File: config.mk
export PLATFORM = sky130hd
export DESIGN_NAME = byte_sort_with_length_check
export DESIGN_NICKNAME = d
export VERILOG_FILES = /design/src/sv/bsort_pkg.sv /design/src/sv/bsort_ram.sv /design/src/sv/byte_sort_with_length_check.sv
export SDC_FILE = /design/constraint.sdc
export NUM_CORES = 1
export LEC_CHECK = 0
export ABC_AREA = 1
export BUFFER_PORTS_ARGS = -buffer_cell sky130_fd_sc_hd__buf_4
export CORE_MARGIN = 2
export CORE_UTILIZATION = 56
export CTS_CLUSTER_DIAMETER = 200
export DETAILED_ROUTE_END_ITERATION = 12
export PLACE_DENSITY = 0.78
export SYNTH_ARGS = -nofsm -noshare
export SYNTH_HDL_FRONTEND = slang
export SYNTH_SLANG_ARGS = --single-unit
export TNS_END_PERCENT = 1
File: constraint.sdc
create_clock -name clk -period 3.08 [get_ports clk]
set_clock_uncertainty 0.15 [all_clocks]
set_input_delay 0.154 -clock clk [delete_from_list [all_inputs] [get_ports clk]]
set_output_delay 0.154 -clock clk [all_outputs]
set_load 0.03 [all_outputs]
File: src/sv/bsort_pkg.sv
// Shared constants for the length-checked byte sorter.
// No dependencies; used by byte_sort_with_length_check.
package bsort_pkg;

	localparam int MAX_LEN_DEF = 32;
	localparam int CHAR_W      = 8;
	localparam int LEN_W       = 6;
	localparam int STATUS_W    = 2;

	localparam logic [STATUS_W-1:0] ST_OK    = 2'd0;
	localparam logic [STATUS_W-1:0] ST_FEWER = 2'd1;
	localparam logic [STATUS_W-1:0] ST_MORE  = 2'd2;

endpackage

File: src/sv/bsort_ram.sv
// Generic single-write, single-read RAM with registered read data.
// No dependencies.
module bsort_ram #(
	parameter int WIDTH = 8,
	parameter int DEPTH = 32
) (
	input  logic                     clk,
	input  logic                     we,
	input  logic [$clog2(DEPTH)-1:0] wr_addr,
	input  logic [WIDTH-1:0]         wr_data,
	input  logic                     rd_en,
	input  logic [$clog2(DEPTH)-1:0] rd_addr,
	output logic [WIDTH-1:0]         rd_data
);

	logic [WIDTH-1:0] mem_q [DEPTH];
	logic [WIDTH-1:0] rd_data_q;

	always_ff @(posedge clk) begin
		if (we) begin
			mem_q[wr_addr] <= wr_data;
		end
		if (rd_en) begin
			rd_data_q <= mem_q[rd_addr];
		end
	end

	assign rd_data = rd_data_q;

endmodule

File: src/sv/byte_sort_with_length_check.sv
// Length-checked byte sorter: one character beat per cycle while loading with the output
// free, then an in-RAM bubble sort with a single comparator (n-1 passes), then a drain
// that reads each sorted character into the output register, waiting while the output is
// held. A length mismatch gives one status beat on the cycle after the last input beat.
// Input is not ready while sorting or draining. Asynchronous active-low reset clears count,
// overflow flag, sequencer, output valid and the length register; the RAM holds no reset.
module byte_sort_with_length_check #(
	parameter int MAX_LEN = bsort_pkg::MAX_LEN_DEF
) (
	input  logic                          clk,
	input  logic                          arst_n,
	// input stream
	input  logic                          s_tvalid,
	output logic                          s_tready,
	input  logic [7:0]                    s_tdata,   // [7:0] char_in
	input  logic                          s_tlast,   // is_last
	// output stream
	output logic                          m_tvalid,
	input  logic                          m_tready,
	output logic [7:0]                    m_tdata,   // [7:0] char_out
	output logic [bsort_pkg::STATUS_W-1:0] m_tuser,  // [1:0] status
	output logic                          m_tlast,   // last_out
	// length register write
	input  logic                          cfg_valid,
	output logic                          cfg_ready,
	input  logic [bsort_pkg::LEN_W-1:0]   cfg_data   // [5:0] expected_length
);

	localparam int AW   = (MAX_LEN > 1) ? $clog2(MAX_LEN) : 1;
	localparam int CW   = $clog2(MAX_LEN + 1);
	localparam int CMPW = (CW > bsort_pkg::LEN_W) ? CW + 1 : bsort_pkg::LEN_W + 1;

	localparam logic [2:0] S_IDLE = 3'd0;
	localparam logic [2:0] S_RD   = 3'd1;
	localparam logic [2:0] S_CMP  = 3'd2;
	localparam logic [2:0] S_FIN  = 3'd3;
	localparam logic [2:0] S_DRD  = 3'd4;
	localparam logic [2:0] S_DLD  = 3'd5;

	logic [2:0]                       state_q;
	logic [CW-1:0]                    count_q;
	logic                             ovf_q;
	logic [bsort_pkg::LEN_W-1:0]      exp_len_q;
	logic [AW-1:0]                    nm1_q;
	logic [AW-1:0]                    lim_q;
	logic [AW-1:0]                    idx_q;
	logic [bsort_pkg::CHAR_W-1:0]     carry_q;

	logic                             out_valid_q;
	logic [bsort_pkg::CHAR_W-1:0]     out_char_q;
	logic [bsort_pkg::STATUS_W-1:0]   out_status_q;
	logic                             out_last_q;

	logic                             in_acc;
	logic                             full;
	logic [CMPW-1:0]                  n_new;
	logic [CMPW-1:0]                  exp_ext;
	logic [AW-1:0]                    nm1_new;
	logic                             err_more;
	logic                             err_fewer;
	logic                             out_free;
	logic                             swap;

	logic                             ram_we;
	logic [AW-1:0]                    ram_waddr;
	logic [bsort_pkg::CHAR_W-1:0]     ram_wdata;
	logic                             ram_re;
	logic [AW-1:0]                    ram_raddr;
	logic [bsort_pkg::CHAR_W-1:0]     ram_rdata;

	assign out_free  = !out_valid_q || m_tready;
	assign s_tready  = (state_q == S_IDLE) && out_free;
	assign in_acc    = s_tvalid && s_tready;
	assign cfg_ready = 1'b1;

	assign full    = (count_q == CW'(MAX_LEN));
	assign n_new   = full ? CMPW'(count_q) : CMPW'(count_q) + CMPW'(1);
	assign exp_ext = CMPW'(exp_len_q);
	assign nm1_new = full ? AW'(MAX_LEN - 1) : count_q[AW-1:0];
	assign err_more  = ovf_q || full || (n_new > exp_ext);
	assign err_fewer = (n_new < exp_ext);

	// the one comparator: running maximum of the pass against the fetched byte
	assign swap = (carry_q > ram_rdata);

	always_comb begin
		ram_we    = 1'b0;
		ram_waddr = count_q[AW-1:0];
		ram_wdata = s_tdata;
		ram_re    = 1'b0;
		ram_raddr = idx_q;
		case (state_q)
			S_IDLE: begin
				ram_we = in_acc && !full;
			end
			S_RD, S_DRD: begin
				ram_re = 1'b1;
			end
			S_CMP: begin
				ram_we    = (idx_q != '0);
				ram_waddr = idx_q - AW'(1);
				ram_wdata = swap ? ram_rdata : carry_q;
			end
			S_FIN: begin
				ram_we    = 1'b1;
				ram_waddr = lim_q;
				ram_wdata = carry_q;
			end
			default: begin
			end
		endcase
	end

	bsort_ram #(
		.WIDTH(bsort_pkg::CHAR_W),
		.DEPTH(MAX_LEN)
	) u_store (
		.clk    (clk),
		.we     (ram_we),
		.wr_addr(ram_waddr),
		.wr_data(ram_wdata),
		.rd_en  (ram_re),
		.rd_addr(ram_raddr),
		.rd_data(ram_rdata)
	);

	always_ff @(posedge clk or negedge arst_n) begin
		if (!arst_n) begin
			exp_len_q <= '0;
		end else if (cfg_valid && cfg_ready) begin
			exp_len_q <= cfg_data;
		end
	end

	always_ff @(posedge clk or negedge arst_n) begin
		if (!arst_n) begin
			state_q     <= S_IDLE;
			count_q     <= '0;
			ovf_q       <= 1'b0;
			out_valid_q <= 1'b0;
		end else begin
			if (m_tready) begin
				out_valid_q <= 1'b0;
			end
			case (state_q)
				S_IDLE: begin
					if (in_acc) begin
						if (full) begin
							ovf_q <= 1'b1;
						end else begin
							count_q <= count_q + CW'(1);
						end
						if (s_tlast) begin
							count_q <= '0;
							ovf_q   <= 1'b0;
							if (err_more || err_fewer) begin
								out_valid_q <= 1'b1;
							end else if (nm1_new == '0) begin
								state_q <= S_DRD;
							end else begin
								state_q <= S_RD;
							end
						end
					end
				end
				S_RD: begin
					state_q <= S_CMP;
				end
				S_CMP: begin
					if (idx_q == '0) begin
						state_q <= S_RD;
					end else if (idx_q == lim_q) begin
						state_q <= S_FIN;
					end else begin
						state_q <= S_RD;
					end
				end
				S_FIN: begin
					state_q <= S_RD;
					if (lim_q == AW'(1)) begin
						state_q <= S_DRD;
					end
				end
				S_DRD: begin
					state_q <= S_DLD;
				end
				S_DLD: begin
					if (out_free) begin
						out_valid_q <= 1'b1;
						state_q     <= (idx_q == nm1_q) ? S_IDLE : S_DRD;
					end
				end
				default: begin
					state_q <= S_IDLE;
				end
			endcase
		end
	end

	// datapath registers, no reset needed
	always_ff @(posedge clk) begin
		case (state_q)
			S_IDLE: begin
				if (in_acc && s_tlast) begin
					nm1_q <= nm1_new;
					lim_q <= nm1_new;
					idx_q <= '0;
					if (err_more || err_fewer) begin
						out_char_q   <= '0;
						out_status_q <= err_more ? bsort_pkg::ST_MORE : bsort_pkg::ST_FEWER;
						out_last_q   <= 1'b1;
					end
				end
			end
			S_CMP: begin
				if (idx_q == '0) begin
					carry_q <= ram_rdata;
					idx_q   <= AW'(1);
				end else begin
					if (!swap) begin
						carry_q <= ram_rdata;
					end
					idx_q <= idx_q + AW'(1);
				end
			end
			S_FIN: begin
				idx_q <= '0;
				if (lim_q != AW'(1)) begin
					lim_q <= lim_q - AW'(1);
				end
			end
			S_DLD: begin
				if (out_free) begin
					out_char_q   <= ram_rdata;
					out_status_q <= bsort_pkg::ST_OK;
					out_last_q   <= (idx_q == nm1_q);
					idx_q        <= idx_q + AW'(1);
				end
			end
			default: begin
			end
		endcase
	end

	assign m_tvalid = out_valid_q;
	assign m_tdata  = out_char_q;
	assign m_tuser  = out_status_q;
	assign m_tlast  = out_last_q;

	a_err_beat_final: assert property (@(posedge clk) disable iff (!arst_n)
		(m_tvalid && m_tuser != bsort_pkg::ST_OK) |-> (m_tlast && m_tdata == '0))
		else $error("status beat without last flag or with nonzero character");

	a_count_bound: assert property (@(posedge clk) disable iff (!arst_n)
		count_q <= CW'(MAX_LEN))
		else $error("character count above store depth");

	a_ovf_full: assert property (@(posedge clk) disable iff (!arst_n)
		ovf_q |-> full)
		else $error("overflow flag set with store not full");

	// compare steps walk 0..lim; the write-back step sees the index one past
	a_pass_bounds: assert property (@(posedge clk) disable iff (!arst_n)
		(state_q == S_CMP) |-> (idx_q <= lim_q && lim_q <= nm1_q))
		else $error("sort index beyond pass limit");

	a_idle_after_load: assert property (@(posedge clk) disable iff (!arst_n)
		(in_acc && !s_tlast) |=> (state_q == S_IDLE))
		else $error("sequencer left idle on a non-final beat");

endmodule
# == After elaboration in Yosys (flattened, before gate mapping) ==
# Memory sizes are Yosys's and may differ from the RTL's. A register that Yosys moved wholly into a read port is not among the register bits.
# Index checks and enable logic that the tools add are counted.
# word_totals
regBits,51
output_inout_bits,14
ramBits,256
n_memories,1
# classes
n_addsub,5
reduce_logical,27
eq_ne,19
n_lt_le_gt_ge,3
muxes,51
# mem_list
name,depth,word_bits,read_ports,rd_ports_with_merged_regs,wr,line,text
u_store.mem_q,32,8,1,1,1,bsort_ram.sv:16,logic [WIDTH-1:0] mem_q [DEPTH];
# op_table
cell,n
$mux W8,6
$pmux W8 S2,2
$mux W5,6
$mux W3,7
$pmux W5 S2,2
$pmux W5 S4,1
$pmux W3 S6,1
$mux W1,13
$mux W2,6
$mux W6,2
$ne A2 B2 Y1 const B,6
$reduce_and A3 Y1,4
$eq A5 B5 Y1,2
$logic_not A5 Y1,2
$sub A5 B1 Y5 const B,2
$gt A8 B8 Y1,1
$reduce_and A4 Y1,2
$add A6 B1 Y7 const B,1
$gt A7 B6 Y1,1
$lt A7 B6 Y1,1
$mux W7,1
$add A6 B1 Y6 const B,1
$eq A3 B2 Y1 const B,2
$eq A3 B3 Y1 const B,2
18 further kinds,31

# == Depth between registers and ports, before layout ==
# depth
ltp_word,9
mapped_depth,14

# == Modules after synthesis ==
# From an unflattened synthesis, not the netlist that was laid out.
# hier_totals
cells_unflattened,1324
hier_area_um2,14199.9
# modules_own_cells
module,seq_area_each_um2,n_inst,area_each_um2,cells_each
bsort_ram,7927.6,1,10866.7,922
byte_sort_with_length_check,1446.4,1,3333.2,402

# == Least setup slack after synthesis ==
# Ideal clock, no wire load.
# synth_path
path_type,flip-flop to flip-flop
start,register count_q[1]
end,register out_char_q (netlist bit m_tdata[0]) (enable)
stages_incl_launch_ff,13
synth_period_minus_slack_ns,2.931
t_required_ns,2.548
path_buffers,0
setup_time_ns,0.382
t_arrival_ns,2.399
setup_slack_ns,0.149
cell_sequence,dfrtp_1 inv_1 ha_1 nand4_2 ha_1 ha_1 nand3_1 nor2_1 nand2_1 inv_1 nand3_1 nand2_1 a21oi_1
# synth_between
elab_chain_len,7
elab_cells_between_ends,10
classes_between,add/sub: 1; order compare: 2; eq/ne: 2; mux: 1; reduce/logical: 4
# synth_rtl
item,line,text
"start, declared",byte_sort_with_length_check.sv:41,logic [CW-1:0] count_q;
"start signal, assigned",byte_sort_with_length_check.sv:151,count_q <= count_q + CW'(1);
$add A6 B1 Y7 / $eq A6 B6 Y1 (equally long branches),"byte_sort_with_length_check.sv:77, byte_sort_with_length_check.sv:76",
$mux W7,byte_sort_with_length_check.sv:77,assign n_new = full ? CMPW'(count_q) : CMPW'(count_q) + CMPW'(1);
$gt A7 B6 Y1,byte_sort_with_length_check.sv:80,assign err_more = ovf_q || full || (n_new > exp_ext);
$logic_or A1 B1 Y1,byte_sort_with_length_check.sv:80,
$logic_or A1 B1 Y1 (*),byte_sort_with_length_check.sv:208,if (err_more || err_fewer) begin
$ne A2 B1 Y1 (no source line) (*),n/a,
$reduce_and A4 Y1 (no source line) (*),n/a,
"end signal, assigned",byte_sort_with_length_check.sv:234,out_char_q <= ram_rdata;
"end, declared",byte_sort_with_length_check.sv:50,logic [bsort_pkg::CHAR_W-1:0] out_char_q;
# Mark *: on every way between the ends. The rest lies on a longest branch, timed or not.
# A chain may end at the register's enable or synchronous reset.

# == Final worst setup path ==
# layout_path
start,register idx_q[0]
end,memory u_store.mem_q[21][5] (enable)
# layout_between
elab_chain_len,4
elab_cells_between_ends,6
classes_between,add/sub: 1; mux: 4; reduce/logical: 1
# layout_rtl
item,line,text
"start, declared",byte_sort_with_length_check.sv:46,logic [AW-1:0] idx_q;
"start signal, assigned",byte_sort_with_length_check.sv:223,idx_q <= idx_q + AW'(1);
"start signal, assigned",byte_sort_with_length_check.sv:237,idx_q <= idx_q + AW'(1);
"parallel branches: the longest is 4 deep, another holds $sub A5 B1 Y5",n/a,
"end, declared",bsort_ram.sv:16,
# Several ways; the timed one is not identified.

==> impl_metrics.env <==
export IMPL_outcome="completed"
export IMPL_syn_to_final_growth_pct=14.12
export IMPL_synth_xor_area_share_pct=1.196
export IMPL_place_gp_congestion=0.9030
export IMPL_hp_start="s_tdata[4]"
export IMPL_firstDrtPassIters=5
export IMPL_cts_inserted_buffers=30
export IMPL_clk_pin_slew_ps=60
export IMPL_critPathRequiredTime_ps=3140
export IMPL_die_y_um=161.6
export IMPL_rsz0062_at_grt="true"
export IMPL_wirelength_mm=31.93
export IMPL_endpoint_kind="flip-flop"
export IMPL_finalSetupViolations=0
export IMPL_multi_input_area_um2=4004
export IMPL_netlist_top_cell_by_area="edfxtp_1"
export IMPL_clk_latency_ps=580
export IMPL_dieArea_um2=26110
export IMPL_fp_coreArea_um2=24320
export IMPL_vias=9654
export IMPL_cp_start_kind="flip-flop"
export IMPL_fillers=1773
export IMPL_via_per_inst=5.558
export IMPL_cp_startpoint="idx_q[0]"
export IMPL_grt_pass1_vias=9441
export IMPL_dp_cells=1661
export IMPL_clock_path_buffers=3
export IMPL_grt_ovfl_total=0
export IMPL_synth_fp_nets=1348
export IMPL_utilization_pct=65.27
export IMPL_insertedDiodeCount=0
export IMPL_cp_data_arrival_time_ps=2950
export IMPL_syn_area_um2=13910
export IMPL_power_density_nw_per_um2=571.3
export IMPL_cts_tree="yes"
export IMPL_wl_per_cell_um=18.38
export IMPL_synth_simple_area_share_pct=18.50
export IMPL_root_buffer="clkbuf_16"
export IMPL_fin_crit_sh_pct=93.98
export IMPL_drtIter0Drc=1188
export IMPL_worst_slew_pin_slew_ps=815.6
export IMPL_relSlewSlack_pct=45.45
export IMPL_io_buffer_count=32
export IMPL_ys_flop_type="edfxtp_1"
export IMPL_nets=1433
export IMPL_synth_seq_cells=315
export IMPL_yosysTopAreaCellShare_pct=64.34
export IMPL_grt_pass1_wl_mm=50.29
export IMPL_initial_core_util_pct=57.19
export IMPL_synthAdderAreaFrac_pct=1.889
export IMPL_crit_type="flip-flop to flip-flop"
export IMPL_fmax_ghz=0.3455
export IMPL_grt_max_degree=132
export IMPL_synth_area_per_cell_um2=10.64
export IMPL_fin_crit_ps=2895
export IMPL_hold_viol_final=0
export IMPL_setup_tns_ps=0
export IMPL_die_w_um=161.6
export IMPL_yosys_top_cells_area="edfxtp_1, nand2_1, dfrtp_1"
export IMPL_synth_edf_count=298
export IMPL_track_usage_pct=25.02
export IMPL_synth_mux_area_share_pct=0.08096
export IMPL_fin_cells=1737
export IMPL_antenna_left=0
export IMPL_drive_above_1_share_pct=10.90
export IMPL_drv_slew=0
export IMPL_drc=0
export IMPL_hpwlAfterDp_mm=19.80
export IMPL_synth_cell_types=42
export IMPL_regToRegStartpoint="idx_q[0]"
export IMPL_peakVddDrop_uv=444.1
export IMPL_seq_area_frac_synth_pct=67.40
export IMPL_yosys_warnings=0
export IMPL_async_flop_share_pct=5.397
export IMPL_seqCellArea_um2=9374
export IMPL_synth_compound_area_share_pct=7.062
export IMPL_rows=57
export IMPL_antenna_found_initial=0
export IMPL_cts_sinks=315
export IMPL_synthCells=1307
export IMPL_leakagePower_nw=6.341
export IMPL_synth_top_family_by_area="simple AND/OR/NAND/NOR gates"
export IMPL_cts_htree_levels=1
export IMPL_critical_path_max_fanout=8
export IMPL_drv_cap=0
export IMPL_hp_class="primary input to flip-flop"
export IMPL_io_pins=34
[flip-flops by register name, indices dropped and copies added, names as in the netlist]
register         cells
u_store.mem_q      256
carry_q              8
m_tdata              8
u_store.rd_data      8
count_q              6
exp_len_q            6
idx_q                5
lim_q                5
nm1_q                5
state_q              3
m_tuser              2
m_tlast              1
m_tvalid             1
ovf_q                1
[what timing repair did]
item                                    4_1_cts  5_1_grt
gates resized for setup                       0        1
setup buffers                                 0        0
hold buffers                                 23        0
endpoints found under the hold margin        37        0
endpoints found under the setup margin        0       27
[report_power, final]
part,switching [mW],internal [mW],total [mW]
clock network,1.52,1.95,3.47
registers,0.0380,4.79,4.82
logic,0.530,0.245,0.775
total,2.09,6.98,9.07
[final timing paths]
check | endpoint | slack (ps) | cells past startpoint
setup reg to reg | u_store.mem_q[21][5] | 190 | 11
max in group asynchronous | ovf_q | 1660 | 3
hold / removal | u_store.mem_q[22][4] | 220 | 6
min in group asynchronous | exp_len_q[5] | 610 | 3
setup / recovery | u_store.mem_q[21][5] | 190 | 11
hold reg to reg | carry_q[4] | 300 | 0
[metal layers]
metal | share of wire [%] | routed length (um) | vias up | track usage [%]
li1 | - | - | 4569 | -
met2 | 48 | 15260 | 460 | 40.60
met4 | 3.4 | 1099 | 0 | 9.659
met5 | 0 | 0 | - | 0
met1 | 41 | 12970 | 4540 | 34.57
met3 | 8.1 | 2594 | 85 | 3.647
[cells in the final DEF (no fill, tap or decap), types with 6 or more instances in the layout]
cell type      Yosys  final
nand2_1          464    464
edfxtp_1         298    298
nor2_1           101     99
buf_4              1     84
a21oi_1           72     72
inv_1             72     72
o21ai_0           56     56
nand3_1           49     49
clkbuf_16          0     30
a21boi_0          25     25
dlygate4sd3_1      0     23
ha_1              21     21
dfrtp_1           17     17
xor2_1            13     13
nor2_2             5      7
clkinv_2           0      7
clkbuf_1          22      7
xnor2_1            6      6
clkinv_1           0      6
[synthesized netlist by cell type, drive strengths merged (2+ instances only)]
cell / number
nand4: 6
nor3: 2
or2: 4
nand3: 54
a21boi: 30
clkbuf: 23
edfxtp: 298
o22ai: 3
a21oi: 73
ha: 21
a31oi: 2
xnor2: 6
o21ai: 60
buf: 32
dfrtp: 17
xor2: 13
nand2: 467
inv: 78
nor2: 106
o21bai: 2
[stage by stage]
stage	area, um2	setup WS, ps	power, mW	hold WS (ps)
after floorplan	13910	148.7	5.368	-291.6
after global placement	14730	356.3	5.619	-119.1
after detailed placement	14730	183.9	5.642	-117.0
after CTS	15870	213.0	9.096	209.1
after global routing	15870	-33.51	9.371	251.1
final	15870	185.4	9.068	216.4
[critical path, stage by stage (launching register included)]
cell and delay [ps]:
edfxtp_1 430, clkinv_2 130, ha_1 220, nand2_1 90, inv_1 50, nand3_1 100, nand2_1 130, inv_1 110
nor2_1 70, o21ai_4 110, nand3_2 320, nor2_1 640
[final cells by class]
type	instances	area share [%]
Sequential cell	315	59.06
Multi-Input combinational cell	859	25.22
Timing Repair Buffer	108	5.549
Clock buffer	37	4.895
Tap cell	324	2.554
Inverter	78	1.852
Clock inverter	16	0.8671
[cells by family (layout without fill, tap and decap cells)]
logic type / count (synthesis) / count (layout)
AOI/OAI and AO/OA: 174 / 174
xor gates and xnor gates: 19 / 19
adders and majority gates: 21 / 21
buffers and inverters: 133 / 239
DFF: 315 / 315
muxes: 1 / 1
other: 1 / 1
and+or+nand+nor: 643 / 643
Power figures use the tool's default switching activity.
